[config.mk]
export PLATFORM = sky130hd
export DESIGN_NAME = all_pairs_sphere_overlap
export DESIGN_NICKNAME = d
export VERILOG_FILES = /design/src/hdl/apso_pkg.sv /design/src/hdl/all_pairs_sphere_overlap.sv /design/src/hdl/apso_ram.sv /design/src/hdl/apso_sq_unit.sv
export VERILOG_INCLUDE_DIRS = /design/src /design/src/hdl
export SDC_FILE = /design/constraint.sdc
export NUM_CORES = 1
export LEC_CHECK = 0
export BUFFER_PORTS_ARGS = -buffer_cell sky130_fd_sc_hd__buf_2
export CORE_MARGIN = 10
export CORE_UTILIZATION = 44
export DETAILED_ROUTE_END_ITERATION = 16
export GPL_ROUTABILITY_DRIVEN = 0
export MAX_ROUTING_LAYER = met4
export SYNTH_ARGS = -nofsm -noshare
export SYNTH_HDL_FRONTEND = slang
export SYNTH_SLANG_ARGS = --single-unit
[constraint.sdc]
create_clock -name i_clk -period 13.71 [get_ports i_clk]
set_clock_uncertainty 0.05 [all_clocks]
set_input_delay 2.742 -clock i_clk [delete_from_list [all_inputs] [get_ports i_clk]]
set_output_delay 2.742 -clock i_clk [all_outputs]
set_load 0.02 [all_outputs]
[src/hdl/all_pairs_sphere_overlap_assert.svh]
// ----------------------------------------------------------------------------
// all_pairs_sphere_overlap_assert.svh
// Assertion macros for the sphere overlap block; empty when synthesizing.
// ----------------------------------------------------------------------------
`ifndef ALL_PAIRS_SPHERE_OVERLAP_ASSERT_SVH
`define ALL_PAIRS_SPHERE_OVERLAP_ASSERT_SVH

`ifndef SYNTHESIS

// Check that a condition holds at every clock edge.
`define APSO_ASSERT_ALWAYS(label, expr) \
    label: assert property (@(posedge i_clk) disable iff (!i_rst_n) (expr)) \
        else $error("apso: invariant violated");

// Check a consequence in the same cycle.
`define APSO_ASSERT_IMPLY(label, ante, cons) \
    label: assert property (@(posedge i_clk) disable iff (!i_rst_n) \
        (ante) |-> (cons)) else $error("apso: implication violated");

// Check a consequence in the following cycle.
`define APSO_ASSERT_NEXT(label, ante, cons) \
    label: assert property (@(posedge i_clk) disable iff (!i_rst_n) \
        (ante) |=> (cons)) else $error("apso: next-cycle check violated");

`else

`define APSO_ASSERT_ALWAYS(label, expr)
`define APSO_ASSERT_IMPLY(label, ante, cons)
`define APSO_ASSERT_NEXT(label, ante, cons)

`endif

`endif

[src/hdl/apso_pkg.sv]
// ----------------------------------------------------------------------------
// apso_pkg
// Types, constants and helpers shared by the sphere overlap block.
// ----------------------------------------------------------------------------
package apso_pkg;

    localparam int MAX_SPHERES = 8;
    localparam int IDX_W       = (MAX_SPHERES > 1) ? $clog2(MAX_SPHERES) : 1;
    localparam int CNT_W       = $clog2(MAX_SPHERES + 1);
    localparam int COORD_W     = 16;
    localparam int RAD_W       = 15;
    localparam int SPH_W       = 3 * COORD_W + RAD_W;
    localparam int OPND_W      = 16;
    localparam int PROD_W      = 2 * OPND_W;
    localparam int ACC_W       = PROD_W + 2;
    localparam int OUT_IDX_W   = 3;
    localparam int PAIR_W      = 5;
    localparam logic [PAIR_W-1:0] PAIR_MAX = '1;

    typedef struct packed {
        logic signed [COORD_W-1:0] center_x;
        logic signed [COORD_W-1:0] center_y;
        logic signed [COORD_W-1:0] center_z;
        logic [RAD_W-1:0]          radius;
        logic                      last_sphere;
    } t_in_item;

    typedef struct packed {
        logic [OUT_IDX_W-1:0] index_a;
        logic [OUT_IDX_W-1:0] index_b;
        logic                 is_pair;
        logic [PAIR_W-1:0]    pair_count;
        logic                 overflowed;
        logic                 last_result;
    } t_out_item;

    typedef struct packed {
        logic signed [COORD_W-1:0] x;
        logic signed [COORD_W-1:0] y;
        logic signed [COORD_W-1:0] z;
        logic [RAD_W-1:0]          r;
    } t_sphere;

    typedef enum logic [2:0] {
        S_LOAD,
        S_RD_A,
        S_GET_A,
        S_WAIT_B,
        S_CALC,
        S_CMP,
        S_EMIT,
        S_TERM
    } t_state;

    // Control of the shared square-and-accumulate unit
    typedef struct packed {
        logic mul_en;
        logic acc_clear;
        logic acc_en;
    } t_sq_ctrl;

    // Magnitude of b - a; fits 16 bits for any pair of 16-bit inputs
    function automatic logic [OPND_W-1:0] abs_diff(
        input logic signed [COORD_W-1:0] a,
        input logic signed [COORD_W-1:0] b
    );
        logic signed [COORD_W:0] d;
        d = $signed({b[COORD_W-1], b}) - $signed({a[COORD_W-1], a});
        if (d < 0) begin
            d = -d;
        end
        return d[OPND_W-1:0];
    endfunction

endpackage

[src/hdl/all_pairs_sphere_overlap.sv]
// ----------------------------------------------------------------------------
// all_pairs_sphere_overlap
// Brute-force sphere-sphere overlap check over one loaded set of spheres.
// ----------------------------------------------------------------------------
//
//  channel | direction | handshake                 | payload
//  --------+-----------+---------------------------+----------------------
//  in      | sink      | i_in_valid / o_in_stall   | i_in  (t_in_item)
//  out     | source    | o_out_valid / i_out_stall | o_out (t_out_item)
//
//  Loading accepts one sphere per cycle. After the sphere marked last, the
//  sequencer walks every pair i < j through one shared squarer: a RAM read
//  per outer index, then per pair a read, four squares and a compare, plus
//  an emit step for an overlapping pair, and at the end the terminator.
//  The input is stalled for the whole check; a stalled output holds the
//  sequencer in its emit or terminator state. Reset needs no clearing pass:
//  the store is only read below the fill count.
//
module all_pairs_sphere_overlap import apso_pkg::*; (
    input  logic      i_clk,
    input  logic      i_rst_n,
    input  logic      i_in_valid,
    output logic      o_in_stall,
    input  t_in_item  i_in,
    output logic      o_out_valid,
    input  logic      i_out_stall,
    output t_out_item o_out
);

    `include "all_pairs_sphere_overlap_assert.svh"

    // Control state
    t_state           r_state, n_state;
    logic [CNT_W-1:0] r_count, n_count;
    logic             r_ovf, n_ovf;
    logic [IDX_W-1:0] r_i, n_i;
    logic [IDX_W-1:0] r_j, n_j;
    logic [1:0]       r_k, n_k;
    logic [PAIR_W-1:0] r_pairs, n_pairs;
    logic             r_out_valid, n_out_valid;

    // Payload
    t_sphere          r_sa;
    t_out_item        r_out, n_out;

    // Store and shared unit
    logic             ram_we;
    logic [IDX_W-1:0] ram_raddr;
    logic [SPH_W-1:0] ram_rdata;
    t_sphere          sb;
    t_sphere          wr_sph;
    t_sq_ctrl         sq_ctrl;
    logic [OPND_W-1:0] sq_opnd;
    logic             in_reach;

    logic             in_acc;
    logic             out_free;
    logic             j_more;
    logic             i_more;
    logic             has_room;
    logic             term_seen;

    assign o_in_stall = (r_state != S_LOAD);
    assign in_acc     = i_in_valid && !o_in_stall;
    assign out_free   = !r_out_valid || !i_out_stall;
    assign has_room   = (r_count < CNT_W'(MAX_SPHERES));

    // Pair walk limits, one bit wider than the count so that i + 2 cannot wrap
    assign j_more = ((CNT_W+1)'(r_j) + (CNT_W+1)'(1)) < (CNT_W+1)'(r_count);
    assign i_more = ((CNT_W+1)'(r_i) + (CNT_W+1)'(2)) < (CNT_W+1)'(r_count);

    assign wr_sph = {i_in.center_x, i_in.center_y, i_in.center_z, i_in.radius};

    assign ram_we    = (r_state == S_LOAD) && in_acc && has_room;
    assign ram_raddr = (r_state == S_RD_A) ? r_i : r_j;
    assign sb        = t_sphere'(ram_rdata);

    apso_ram #(
        .WIDTH(SPH_W),
        .DEPTH(MAX_SPHERES)
    ) u_store (
        .i_clk  (i_clk),
        .i_we   (ram_we),
        .i_waddr(r_count[IDX_W-1:0]),
        .i_wdata(wr_sph),
        .i_raddr(ram_raddr),
        .o_rdata(ram_rdata)
    );

    // Feed dx, dy, dz, then the radius sum through the squarer
    always_comb begin
        case (r_k)
            2'd0:    sq_opnd = abs_diff(r_sa.x, sb.x);
            2'd1:    sq_opnd = abs_diff(r_sa.y, sb.y);
            2'd2:    sq_opnd = abs_diff(r_sa.z, sb.z);
            default: sq_opnd = OPND_W'(r_sa.r) + OPND_W'(sb.r);
        endcase
    end

    apso_sq_unit u_sq (
        .i_clk     (i_clk),
        .i_ctrl    (sq_ctrl),
        .i_opnd    (sq_opnd),
        .o_in_reach(in_reach)
    );

    // Sequencer
    always_comb begin
        n_state     = r_state;
        n_count     = r_count;
        n_ovf       = r_ovf;
        n_i         = r_i;
        n_j         = r_j;
        n_k         = r_k;
        n_pairs     = r_pairs;
        n_out_valid = r_out_valid && i_out_stall;
        n_out       = r_out;
        sq_ctrl     = '0;

        case (r_state)
            S_LOAD: begin
                if (in_acc) begin
                    // Store the sphere, or drop it and flag the overflow
                    if (has_room) begin
                        n_count = r_count + CNT_W'(1);
                    end else begin
                        n_ovf = 1'b1;
                    end
                    if (i_in.last_sphere) begin
                        n_i     = '0;
                        n_j     = IDX_W'(1);
                        n_pairs = '0;
                        if (n_count < CNT_W'(2)) begin
                            n_state = S_TERM;
                        end else begin
                            n_state = S_RD_A;
                        end
                    end
                end
            end
            S_RD_A: begin
                n_state = S_GET_A;
            end
            S_GET_A: begin
                // Sphere i arrives now; sphere j is read this cycle
                n_state = S_CALC;
                n_k     = '0;
            end
            S_WAIT_B: begin
                n_state = S_CALC;
                n_k     = '0;
            end
            S_CALC: begin
                sq_ctrl.mul_en    = 1'b1;
                sq_ctrl.acc_clear = (r_k == 2'd1);
                sq_ctrl.acc_en    = (r_k == 2'd2) || (r_k == 2'd3);
                n_k = r_k + 2'd1;
                if (r_k == 2'd3) begin
                    n_state = S_CMP;
                end
            end
            S_CMP: begin
                sq_ctrl.acc_en = 1'b1;
                if (in_reach) begin
                    n_state = S_EMIT;
                    if (r_pairs != PAIR_MAX) begin
                        n_pairs = r_pairs + PAIR_W'(1);
                    end
                end else if (j_more) begin
                    n_j     = r_j + IDX_W'(1);
                    n_state = S_WAIT_B;
                end else if (i_more) begin
                    n_i     = r_i + IDX_W'(1);
                    n_j     = r_i + IDX_W'(2);
                    n_state = S_RD_A;
                end else begin
                    n_state = S_TERM;
                end
            end
            S_EMIT: begin
                if (out_free) begin
                    n_out_valid       = 1'b1;
                    n_out             = '0;
                    n_out.index_a     = OUT_IDX_W'(r_i);
                    n_out.index_b     = OUT_IDX_W'(r_j);
                    n_out.is_pair     = 1'b1;
                    if (j_more) begin
                        n_j     = r_j + IDX_W'(1);
                        n_state = S_WAIT_B;
                    end else if (i_more) begin
                        n_i     = r_i + IDX_W'(1);
                        n_j     = r_i + IDX_W'(2);
                        n_state = S_RD_A;
                    end else begin
                        n_state = S_TERM;
                    end
                end
            end
            S_TERM: begin
                if (out_free) begin
                    n_out_valid       = 1'b1;
                    n_out             = '0;
                    n_out.pair_count  = r_pairs;
                    n_out.overflowed  = r_ovf;
                    n_out.last_result = 1'b1;
                    // Start the next set empty
                    n_count = '0;
                    n_ovf   = 1'b0;
                    n_state = S_LOAD;
                end
            end
            default: begin
                n_state = S_LOAD;
            end
        endcase
    end

    // Control registers
    always_ff @(posedge i_clk) begin
        if (!i_rst_n) begin
            r_state     <= S_LOAD;
            r_count     <= '0;
            r_ovf       <= 1'b0;
            r_i         <= '0;
            r_j         <= '0;
            r_k         <= '0;
            r_pairs     <= '0;
            r_out_valid <= 1'b0;
        end else begin
            r_state     <= n_state;
            r_count     <= n_count;
            r_ovf       <= n_ovf;
            r_i         <= n_i;
            r_j         <= n_j;
            r_k         <= n_k;
            r_pairs     <= n_pairs;
            r_out_valid <= n_out_valid;
        end
    end

    // Payload registers: hold sphere i for its whole row of pairs
    always_ff @(posedge i_clk) begin
        if (r_state == S_GET_A) begin
            r_sa <= sb;
        end
        r_out <= n_out;
    end

    assign o_out_valid = r_out_valid;
    assign o_out       = r_out;

    // Set emptied, loading reopened and the terminator on the output
    assign term_seen = (r_count == '0) && !r_ovf && (r_state == S_LOAD)
                       && o_out_valid && o_out.last_result;

    // Fill count never passes the store depth
    `APSO_ASSERT_ALWAYS(a_count_cap, r_count <= CNT_W'(MAX_SPHERES))

    // A pair under test is ordered and lies inside the filled part of the store
    `APSO_ASSERT_IMPLY(a_pair_range, r_state == S_CALC, (r_i < r_j) && (CNT_W'(r_j) < r_count))

    // Sending the terminator empties the set and reopens loading
    `APSO_ASSERT_NEXT(a_term_clear, (r_state == S_TERM) && out_free, term_seen)

endmodule

[src/hdl/apso_ram.sv]
// ----------------------------------------------------------------------------
// apso_ram
// Generic simple dual-port RAM, one write and one registered read port.
// ----------------------------------------------------------------------------
module apso_ram #(
    parameter int WIDTH = 8,
    parameter int DEPTH = 8
) (
    input  logic                                      i_clk,
    input  logic                                      i_we,
    input  logic [((DEPTH > 1) ? $clog2(DEPTH) : 1)-1:0] i_waddr,
    input  logic [WIDTH-1:0]                          i_wdata,
    input  logic [((DEPTH > 1) ? $clog2(DEPTH) : 1)-1:0] i_raddr,
    output logic [WIDTH-1:0]                          o_rdata
);

    logic [WIDTH-1:0] r_mem [DEPTH];
    logic [WIDTH-1:0] r_rdata;

    always_ff @(posedge i_clk) begin
        if (i_we) begin
            r_mem[i_waddr] <= i_wdata;
        end
        r_rdata <= r_mem[i_raddr];
    end

    assign o_rdata = r_rdata;

endmodule

[src/hdl/apso_sq_unit.sv]
// ----------------------------------------------------------------------------
// apso_sq_unit
// Shared squarer with accumulator and compare against the last square.
// ----------------------------------------------------------------------------
module apso_sq_unit import apso_pkg::*; (
    input  logic              i_clk,
    input  t_sq_ctrl          i_ctrl,
    input  logic [OPND_W-1:0] i_opnd,
    output logic              o_in_reach
);

    logic [PROD_W-1:0] r_prod;
    logic [ACC_W-1:0]  r_acc;

    always_ff @(posedge i_clk) begin
        if (i_ctrl.mul_en) begin
            r_prod <= i_opnd * i_opnd;
        end
        if (i_ctrl.acc_clear) begin
            r_acc <= ACC_W'(r_prod);
        end else if (i_ctrl.acc_en) begin
            r_acc <= r_acc + ACC_W'(r_prod);
        end
    end

    // Sum of squares held in the accumulator, radius-sum square in the product
    assign o_in_reach = (r_acc <= ACC_W'(r_prod));

endmodule

==> Word level (Yosys, flattened, before mapping) <==
Memory sizes are Yosys's and may differ from the RTL's. A register that Yosys moved wholly into a read port is not among the register bits.
Index checks and enable logic that the tools add are counted.
{ "totals": {"wordCells": 149, "out_inout_bits": 16, "ram_bits": 504, "in_bits": 68, "reg_bits": 165, "memories": 1} }
{ "memory_table": {"columns": ["memory", "words", "word_bits", "rd", "rd_ports_with_merged_regs", "wr", "line", "source"], "rows": [
  ["u_store.r_mem", 8, 63, 1, 1, 1, "apso_ram.sv:17", "logic [WIDTH-1:0] r_mem [DEPTH];"]
]} }
{ "op_classes": {"mul": 1, "n_mux": 56, "eq_ne": 20, "n_addsub": 16, "magnitude_cmp": 8, "reduce_logical": 26} }
{ "ops": {"columns": ["cell", "n"], "rows": [
  ["$mux 3", 22],
  ["$mux 32", 2],
  ["$lt 17x1->1 const B", 3],
  ["$sub 16x16->17", 3],
  ["$mux 16", 3],
  ["$neg 16->16", 3],
  ["$pmux 16 s3", 1],
  ["$add 34x32->34", 1],
  ["$le 34x32->1", 1],
  ["$mul 16x16->32", 1],
  ["$mux 14", 2],
  ["$pmux 14 s2", 1],
  ["$pmux 3 s7", 1],
  ["$mux 4", 5],
  ["$mux 5", 4],
  ["$ne 2x2->1 const B", 9],
  ["$pmux 3 s3", 2],
  ["$add 15x15->16", 1],
  ["$reduce_and 5->1", 3],
  ["$eq 3x3->1 const B", 4],
  ["$pmux 5 s2", 1],
  ["$reduce_bool 2->1", 5],
  ["$lt 4x4->1", 2],
  ["$pmux 4 s2", 1],
  ["27 further kinds", 46]
]} }

==> Depth between registers and ports, before layout <==
{ "depth": {"word_depth": 10, "ltp_mapped": 42} }

==> Hierarchy <==
From an unflattened synthesis, not the netlist that was laid out.
{ "unflattened": {"hier_cells": 3140, "area_unflattened_um2": 41106.9} }
{ "modules_own_cells": {"columns": ["mod", "n_inst", "area_each_um2", "seq_area_each_um2", "cells_each"], "rows": [
  ["apso_ram", 1, 20229.4, 16395.7, 804],
  ["apso_sq_unit", 1, 12260.5, 1931.9, 1354],
  ["all_pairs_sphere_overlap", 1, 8617.0, 2752.6, 982]
]} }

==> Worst setup path after synthesis <==
No wires, ideal clock.
{ "synth_path": {"path_kind": "input-to-reg", "startpoint": "input i_in_valid", "endpoint": "memory u_store.r_mem[0][0] in the netlist's numbering (enable)", "setup_slack_ns": 4.220, "n_path_buf": 0, "setup_time_ns": 0.639, "t_arrival_ns": 8.801, "cell_stages": 2, "cell_sequence": "nand2_1 > nor4_1"} }
{ "synth_between": {"elab_chain_len": 5} }
{ "synth_rtl": {"columns": ["element", "line", "source"], "rows": [
  ["from (decl)", "all_pairs_sphere_overlap.sv:22", "input logic i_in_valid,"],
  ["$logic_and 1x1->1", "all_pairs_sphere_overlap.sv:64", "assign in_acc = i_in_valid && !o_in_stall;"],
  ["$logic_and 1x1->1 (2 in series)", "all_pairs_sphere_overlap.sv:74", "assign ram_we = (r_state == S_LOAD) && in_acc && has_room;"],
  ["$mux 1", "apso_ram.sv:21", "if (i_we) begin"],
  ["$mux 1 (implied by the code)", "apso_ram.sv:22", "r_mem[i_waddr] <= i_wdata;"],
  ["to (decl)", "apso_ram.sv:17", null]
]} }
No other way between the ends.

==> Worst setup path in the final report <==
{ "layout_path": {"startpoint": "register u_store.r_rdata[31] (netlist: u_store.o_rdata[31]) (read register of u_store.r_mem)", "endpoint": "register u_sq.r_prod[31] (data pin)"} }
{ "layout_between": {"elab_chain_len": 5, "elab_cells_between_ends": 6, "classes_between": "add/sub (2); mul (1); order compare (1); mux (2)"} }
{ "layout_rtl": {"columns": ["element", "line", "source"], "rows": [
  ["from (decl)", "apso_ram.sv:18", "logic [WIDTH-1:0] r_rdata;"],
  ["$sub 16x16->17 *", "apso_pkg.sv:68", "d = $signed({b[COORD_W-1], b}) - $signed({a[COORD_W-1], a});"],
  ["$neg 16->16 or $lt 17x1->1 (tied branches)", "apso_pkg.sv:70, apso_pkg.sv:69", null],
  ["$mux 16 *", "apso_pkg.sv:69", "if (d < 0) begin"],
  ["$pmux 16 s3 *", "all_pairs_sphere_overlap.sv:92", "case (r_k)"],
  ["$mul 16x16->32 *", "apso_sq_unit.sv:17", "r_prod <= i_opnd * i_opnd;"],
  ["to (signal assigned)", "apso_sq_unit.sv:17", null],
  ["to (decl)", "apso_sq_unit.sv:12", "logic [PROD_W-1:0] r_prod;"]
]} }
Every way passes the cells marked *; elsewhere a longest branch is shown, timed or not.
A chain may end at the register's enable or synchronous reset.

==> reports/metrics.cfg <==
[run_status]
status=completed

[layout]
finalNetCount=3636
area_delta_synth_final_pct=11.6
drive_gt1_share_pct=15.3
register_area_sq_um=21100
multi_input_area_sq_um=17500
fill_cells=7658

[setup_path]
cp_max_fo=12
endpoint=u_sq.r_prod[31]
startpoint_type=flip-flop
crit_start=u_store.o_rdata[31]
reg2reg_depth=37
rrSetupSlack_ns=3.47
required_ns=14.06
r2r-start=u_store.o_rdata[31]
max_stage_delay_ns=0.60
end_kind=flip-flop
critPathArrivalTime_ns=10.58
reg2reg_to=u_sq.r_prod[31]
crit_slowest_cell=o41ai_2
cpMostUsedCell=fa_1
path_class=reg2reg

[logic_synthesis]
ys_types=93
synth-edff-count=644
syn_nets=3511
synthArstFlopShare_pct=0
yosys_warnings=0
ys_seq_area_share_pct=52.4
netlist_area_sq_um=40200
syn_avg_cell_area_sq_um=13.3
syn_inst=3034
synth_seq_cells=731
synth_ff_type=edfxtp_1

[timing]
min_period_ns=10.24
setup_violations=0
slew_viol_final=0
worst_slew_pin_slew_ns=1.14
timing.fmax_mhz=97.7
maxSlewHeadroom_pct=22.1
setup_tns_ns=0
grt_setup_unrepaired=no
hold_violations=0
fin_crit_sh_pct=74.7

[global_route]
antenna_found_initial=7
overflow=0
grt_max_degree=64
grt_pass1_wl_microns=140000
grt_usage_pct=17.4
grt_pass1_vias=25043

[route]
drc_errors=0
drt-vias-per-instance=5.42
drt-pass1-iter-count=5
dr_total_vias=23906
routed_wl_microns=87700
drtIter0Drc=1449
ant_nets=0
wl_per_cell_microns=19.9

[floorplanning]
num_io_pins=84
coreArea_sq_um=90300
die_area_sq_um=104000
fp-row-count=110
die_width_microns=322
start_util_pct=44.5
dieHeight_microns=322

[clocking]
clockRootBuffer=clkbuf_16
cts.sinks=731
clk_path_buf_depth=3
insertion_delay_ns=0.65
cts_buffers=80
cts_tree=done
cts_setup_buffers=0
htree_levels=3
ctsHoldBuffers=0
clk_pin_slew_ns=0.06
cts_resized=0

[min_path]
hold_class=reg2reg

[placed_design]
dp_hpwl_microns=61500
numPortBuffers=83

[job]
maxCapViolations=0

cell families after synthesis:
group	after synthesis	synth area share, %
simple gates	615	7.35
fa+ha+maj	409	15.8
mux	198	9.05
xor+xnor	137	3.02
buf+inv	455	4.28
compound gates	489	8.03
flops	731	52.4
layer usage:
layer	track usage, %	share of wire, %	routed length (microns)
met5	-	0	0
met1	21.2	43	37600
met3	2.68	3.8	3340
met4	4.64	2.2	1950
met2	30.0	51	44800
per-stage QoR:
stage	utilization (%)	area, sq um	setup WS (ns)	hold slack [ns]	std cells
after floorplan	-	40200	4.22	0.358	3034
after global placement	46.7	42200	3.72	0.366	4253
after detailed placement	46.7	42200	3.54	0.369	4253
after CTS	49.7	44800	3.52	0.374	4403
after global routing	49.7	44900	2.74	0.382	4408
final	49.7	44900	3.47	0.373	4408
synthesized netlist by cell type (all sizes together) (13+ instances only):
library cell | n | area, sq um
edfxtp | 644 | 19300
inv | 371 | 1390
ha | 243 | 3040
nand2 | 181 | 682
nor2 | 171 | 642
fa | 166 | 3320
a21oi | 145 | 729
mux4 | 126 | 2840
o21ai | 113 | 573
xnor2 | 90 | 788
dfxtp | 87 | 1740
clkbuf | 66 | 248
mux2 | 64 | 721
and2 | 46 | 288
xor2 | 46 | 403
nor3 | 38 | 190
nand3 | 37 | 185
a21o | 34 | 255
nor2b | 26 | 163
nand2b | 23 | 144
o21bai | 23 | 176
o21a | 21 | 158
o31ai | 19 | 148
or3 | 19 | 124
and3 | 17 | 106
buf | 16 | 72.6
a211oi | 13 | 103
critical path, delay by kind of cell (launching register included):
family / cells / cell delay, ns
simple gates: 8 / 1.69
compound gates: 10 / 2.61
flops: 1 / 0.31
buf+inv: 7 / 0.59
xor+xnor: 3 / 0.69
fa+ha+maj: 9 / 4.03
cells in the final DEF, fill, tap and decap left out, types with 12 or more instances in the layout:
cell type and instances:
xor2_1 46, nor2_1 168, nand4_1 12, inv_1 369
or3_1 18, clkbuf_1 21, a211oi_1 12, o21bai_1 22
fa_1 166, clkinv_2 17, mux4_2 126, a21oi_1 143
buf_2 83, nand2_1 179, ha_1 243, edfxtp_1 644
xnor2_1 90, o31ai_1 18, o22ai_1 12, and2_1 45
nor2b_1 26, mux2_2 64, a21o_1 34, clkbuf_16 80
dfxtp_1 87, nor3_1 33, and3_1 17, o21ai_0 102
nand2b_1 23, buf_4 42, o21a_1 21, nand3_1 37
state kept, by name, indices dropped and copies added, names as in the netlist:
signal,cells
r_ovf,1
u_store.o_rdata,63
u_sq.r_acc,34
r_count,4
u_sq.r_prod,31
r_sa,63
o_out,14
r_j,3
r_k,2
r_i,3
r_state,3
r_pairs,5
u_store.r_mem,504
o_out_valid,1
how the worst min path moves through the flow:
stage                         from  slack (ns)  depth (start not counted)        to
6_report       u_store.o_rdata[53]        0.37                          0  r_sa[53]
5_1_grt        u_store.o_rdata[53]        0.38                          0  r_sa[53]
4_1_cts        u_store.o_rdata[53]        0.37                          0  r_sa[53]
3_5_place_dp   u_store.o_rdata[47]        0.37                          0  r_sa[47]
3_3_place_gp   u_store.o_rdata[47]        0.37                          0  r_sa[47]
2_1_floorplan  u_store.o_rdata[15]        0.36                          0  r_sa[15]
cell type report:
class / instances / area share [%]
Antenna cell: 5 / 0.0279
Clock buffer: 111 / 4.95
Clock inverter: 39 / 0.987
Inverter: 373 / 3.12
Multi-Input combinational cell: 1848 / 39.0
Sequential cell: 731 / 47.0
Tap cell: 1176 / 3.28
Timing Repair Buffer: 125 / 1.63
Power is left out: the tool's default activity adds up to more than one toggle a clock period on the data nets, which glitch-free logic cannot reach.
